`src/rtl/nfa_wa_pkg.sv`:
```
// package with shared constants of the nfa word acceptance block
package nfa_wa_pkg;

   localparam int NUM_STATES_DEF  = 32;
   localparam int SYMBOL_BITS_DEF = 8;

   localparam int MASK_W     = 32;
   localparam int FROM_W     = 5;
   localparam int SYM_W      = 8;
   localparam int KIND_W     = 2;
   localparam int REQ_DATA_W = 48;
   localparam int RSP_DATA_W = 8;
   localparam int CSR_ADDR_W = 3;
   localparam int CSR_DATA_W = 32;

   localparam logic [KIND_W-1:0] KIND_WRITE  = 2'd0;
   localparam logic [KIND_W-1:0] KIND_SYMBOL = 2'd1;
   localparam logic [KIND_W-1:0] KIND_END    = 2'd2;

   localparam logic REG_INITIAL = 1'b0;
   localparam logic REG_FINAL   = 1'b1;

endpackage

```
`src/rtl/nfa_wa_csr.sv`:
```
// configuration registers: initial and final state masks
module nfa_wa_csr (
   input  logic                               clock,
   input  logic                               reset,
   input  logic                               csr_psel,
   input  logic                               csr_penable,
   input  logic                               csr_pwrite,
   input  logic [nfa_wa_pkg::CSR_ADDR_W-1:0]  csr_paddr,
   input  logic [nfa_wa_pkg::CSR_DATA_W-1:0]  csr_pwdata,
   output logic [nfa_wa_pkg::CSR_DATA_W-1:0]  csr_prdata,
   output logic                               csr_pready,
   output logic [nfa_wa_pkg::MASK_W-1:0]      initial_states,
   output logic [nfa_wa_pkg::MASK_W-1:0]      final_states
);
   import nfa_wa_pkg::*;

   logic              wr_en;
   logic              reg_sel;
   logic [MASK_W-1:0] init_ff;
   logic [MASK_W-1:0] init_in;
   logic [MASK_W-1:0] final_ff;
   logic [MASK_W-1:0] final_in;

   assign csr_pready = 1'b1;
   assign wr_en      = csr_psel & csr_penable & csr_pwrite;
   assign reg_sel    = csr_paddr[2];

   always_comb begin
      init_in  = init_ff;
      final_in = final_ff;
      if (wr_en) begin
         if (reg_sel == REG_INITIAL) begin
            init_in = csr_pwdata;
         end else begin
            final_in = csr_pwdata;
         end
      end
   end

   always_ff @(posedge clock) begin
      if (reset) begin
         init_ff  <= '0;
         final_ff <= '0;
      end else begin
         init_ff  <= init_in;
         final_ff <= final_in;
      end
   end

   assign csr_prdata     = (reg_sel == REG_INITIAL) ? init_ff : final_ff;
   assign initial_states = init_ff;
   assign final_states   = final_ff;

endmodule

```
`config.mk`:
```
export PLATFORM = sky130hd
export DESIGN_NAME = nfa_wa_csr
export DESIGN_NICKNAME = d
export VERILOG_FILES = /design/src/rtl/nfa_wa_pkg.sv /design/src/rtl/nfa_wa_csr.sv
export SDC_FILE = /design/constraint.sdc
export NUM_CORES = 1
export LEC_CHECK = 0
export ABC_CLOCK_PERIOD_IN_PS = 1600
export BUFFER_PORTS_ARGS = -buffer_cell sky130_fd_sc_hd__buf_2
export CAP_MARGIN = 25
export CELL_PAD_IN_SITES_DETAIL_PLACEMENT = 1
export CELL_PAD_IN_SITES_GLOBAL_PLACEMENT = 1
export CORE_MARGIN = 2
export CORE_UTILIZATION = 35
export CTS_CLUSTER_DIAMETER = 60
export DETAILED_ROUTE_END_ITERATION = 6
export PLACE_DENSITY_LB_ADDON = 0.2
export SLEW_MARGIN = 10
export SYNTH_ARGS = -nofsm -noshare
export SYNTH_HDL_FRONTEND = slang
export SYNTH_SLANG_ARGS = --single-unit
```
`constraint.sdc`:
```
create_clock -name clock -period 1.6 [get_ports clock]
set_input_delay 0.32 -clock clock [delete_from_list [all_inputs] [get_ports clock]]
set_output_delay 0.32 -clock clock [all_outputs]
set_load 0.02 [all_outputs]
```
* After elaboration in Yosys (flattened, before gate mapping)
Cells that the tools add are included.
** Storage, ports and cells
- Flip-flop bits (word level) :: 64
- Bits in latches :: 0
- Bits in writable memories :: 0
- ROM bits :: 0
- Bits of input ports :: 40
- Output and inout port bits :: 97
- Logic and storage cells :: 8
- Memories kept :: 0
** Cells by class
- Add/sub/neg operators :: 0
- Multiply operators :: 0
- Div/mod/pow operators :: 0
- Magnitude comparators :: 0
- Equality and inequality tests :: 0
- Shifts and indexed selects :: 0
- Muxes and demuxes :: 1
- Bitwise operators :: 3
- Reductions and logical operators :: 2
** Operators with widths (number)
- 2-to-1 mux 32 bit :: 1
- AND reduction 2 bit :: 2
- AND 1 bit :: 2
- NOT 1 bit :: 1

* Longest topological paths before layout
- Word-level depth :: 3
- Mapped depth :: 5
- Depth with buffers taken out :: 2

* Least setup slack after synthesis
No wires, ideal clock.
- Kind :: input to output
- From :: input csr_paddr[2] in the netlist's numbering
- To :: output csr_prdata[0] in the netlist's numbering
- Arrival :: 1.020 ns
- Required time :: 1.280 ns
- Slack :: 0.260 ns
- Cell stages on the path :: 3
- Path buffers :: 2
- Cell sequence :: buf_6 > buf_2 > mux2_2
** On the way
- Longest elaborated chain between the ends :: 1
** Ends and longest elaborated chain
- from (decl) :: line nfa_wa_csr.sv:8 : input logic [nfa_wa_pkg::CSR_ADDR_W-1:0] csr_paddr,
- 2-to-1 mux 32 bit :: line nfa_wa_csr.sv:50 : assign csr_prdata = (reg_sel == REG_INITIAL) ? init_ff : final_ff;
- to (decl) :: line nfa_wa_csr.sv:10 : output logic [nfa_wa_pkg::CSR_DATA_W-1:0] csr_prdata,
No other way between the ends.

* Final worst setup path
- From :: input csr_paddr[2] in the netlist's numbering
- To :: output csr_prdata[7] in the netlist's numbering
Same word-level chain as after synthesis.

==> summary.md <==
| Metric | Value |
|---|---|
| Mapped Nets | `323` |
| Synth top area share | `41.6%` |
| IO buf count | `133` |
| Chip Height | `97.8 um` |
| Most frequent cells in the layout | `133 x buf_2, 96 x nand2b_1, 64 x mux2i_1, 64 x dfxtp_1, 32 x mux2_2` |
| CTS tree | `built` |
| Critical Path, Cell by Cell | `buf_2, buf_12, mux2_2, buf_2` |
| Tot Pwr | `0.00372 W` |
| Setup bufs post-CTS | `0` |
| GRT Overall Usage | `16.1%` |
| Slew Limit Fails | `0` |
| Skew final | `0 ns` |
| Status | `finished clean` |
| Die Wd | `97.8 um` |
| Sink Count | `64` |
| DRT iter0 DRCs | `32` |
| Clock latency on the worst-skew pair | `0.33 ns` |
| Routed len/inst | `14.5 um` |
| Die area | `around 0.0096 sq mm` |
| Max_cap viols | `0` |
| Layout net count | `roughly 450` |
| Pin count of the biggest net entering global routing | `97` |
| Clk slew on worst S/H paths | `0.07 ns` |
| Vias in the first global route | `2430` |
| Core area | `approximately 0.0086 sq mm` |
| Crit path DAT | `1.18 ns` |
| Initial antenna violation count | `1` |
| Synth cell types | `15` |
| Final setup viols | `0` |
| Post-route ant nets | `0` |
| Crit end category | `output pin` |
| CTS root buf | `clkbuf_8` |
| Hold buffers post-CTS | `0` |
| Compound-Gate Fraction of Synth Area | `0%` |
| Multiplexer area fraction after synthesis | `32.5%` |
| Sequential element share of the synthesized area | `between 40% and 50%` |
| Yosys reg bits | `64` |
| Initial Util | `about 36%` |
| FMAX | `0.668 GHz` |
| Worst path required time | `1.28 ns` |
| Largest cells by area after synthesis | `dfxtp_1 42%, mux2i_1 21%, nand2b_1 20%, mux2_2 12%, buf_12 1.3%` |
| Site Rows | `34` |
| Clock Path Buffers | `2` |
| Leading area contributor after synthesis | `dfxtp_1` |
| Final period util | `93.6%` |
| Netlist Area Pre-Place | `between 0.003 and 0.004 sq mm` |
| Most numerous cell on the critical path | `buf_2` |
| Hold WC Path Type | `in -> reg` |
| Final Hold Viols | `0` |
| Via count | `between 2k and 2.5k` |
| RSZ-0062 raised after global routing | `false` |
| TritonRoute pass-1 iters | `4` |
| Peak VDD IR | `between 300 and 400 uV` |
| First-pass GRT wire length | `roughly 12000 um` |
| Fin crit period | `about 1.5 ns` |
| Post-cts sizing count | `0` |
| Simple-Gate Fraction of Synth Area | `20.8%` |
| GP Congestion | `roughly 0.70` |
| Setup tns final | `0 ns` |
| Total CTS buffers | `9` |
| Xor-xnor portion of the synthesized cell area | `0%` |
| Critical path's largest stage delay | `0.34 ns` |
| P_leak | `2.10 nW` |
| Syn Inst Count | `283` |
| Critical path peak fanout | `13` |
| Synth warn | `0` |
| Synth-to-Final Area Change | `33.3%` |
| Gr ovfl total | `0` |
| Power per Cell Area | `907 mW/mm^2` |
| # IOs | `around 140` |
| Vias per inst | `4.65` |
| Total wire length | `roughly 7600 um` |
| Detailed Place HPWL | `5550 um` |
| Worst Setup Start Kind | `input port` |
| # H-tree levels | `3` |
| Layout cells sized above 1 | `between 40% and 50%` |
| Slowest cell on crit path | `mux2_2` |
| DRC violations left | `0` |
| Worst setup path category | `in -> out` |
| Fill cell count | `about 1.0k` |
| Adder-cell share of the synthesized area | `0%` |
| Avg Inst Size Synth | `10.9 sq um` |
| Leading cell type in the layout, fill and taps excluded | `buf_2` |
| Main combinational cell family by area after synthesis | `multiplexers` |
## report_power, final
group          switching, W  leakage, nW  internal (W)
Combinational      0.000214         1.47      0.000196
Clock              0.000622        0.110       0.00104
Sequential        0.0000259        0.518       0.00163
## metal layers
layer	share of wire [%]	track usage (%)
met1	43	19.6
met2	49	26.6
met3	6.8	5.08
met4	1.3	6.41
met5	0	0
## state kept, by name (all words and copies together) (netlist names)
signal / cells
final_states: 32
initial_states: 32
## cell families after synthesis
logic type	after synthesis
muxes	96
buffers and inverters	22
other	1
and+or+nand+nor	100
DFF	64
## cell type report
class                   count  area, sq um  share of cell area, %
clock buffers              11          131                   3.20
flip-flops and latches     64         1280                   31.2
clock inverters             5          105                   2.56
repair buffers            141          801                   19.5
multi-input cells         197         1650                   40.1
well taps                 108          135                   3.29
diodes                      1         2.50                 0.0610
## worst max-delay path: cells and delay by family
kind	cells	cell delay, ns
buf+inv	3	0.50
mux	1	0.34
## cell usage after synthesis
cell	number
clkbuf_1	10
buf_12	2
buf_4	4
buf_6	2
mux2i_1	64
and4b_1	1
nand4_1	1
nand2b_1	96
mux2_2	32
conb_1	1
buf_2	3
nand4b_2	1
dfxtp_1	64
and4_1	1
clkbuf_2	1
## path summary, 6_finish.rpt
kind	from	to	slack [ns]	cells past startpoint
setup reg to reg	final_states[18]	final_states[18]	0.92	2
hold / removal	csr_pwdata[5]	final_states[5]	0.26	3
setup / recovery	csr_paddr[2]	csr_prdata[7]	0.10	4
hold reg to reg	final_states[25]	final_states[25]	0.49	2
## per-stage QoR
stage / instance area (sq um) / std cells / setup slack, ns / utilization, % / hold slack (ns)
3_3_place_gp: 3860 / 510 / 0.127 / 44.7 / 0.472
4_1_cts: 4100 / 526 / 0.0936 / 47.5 / 0.244
2_1_floorplan: 3080 / 283 / 0.260 / - / 0.496
3_5_place_dp: 3860 / 510 / 0.0946 / 44.7 / 0.483
5_1_grt: 4100 / 526 / 0.0643 / 47.5 / 0.257
6_report: 4100 / 527 / 0.103 / 47.5 / 0.264
Power figures use the tool's default switching activity.
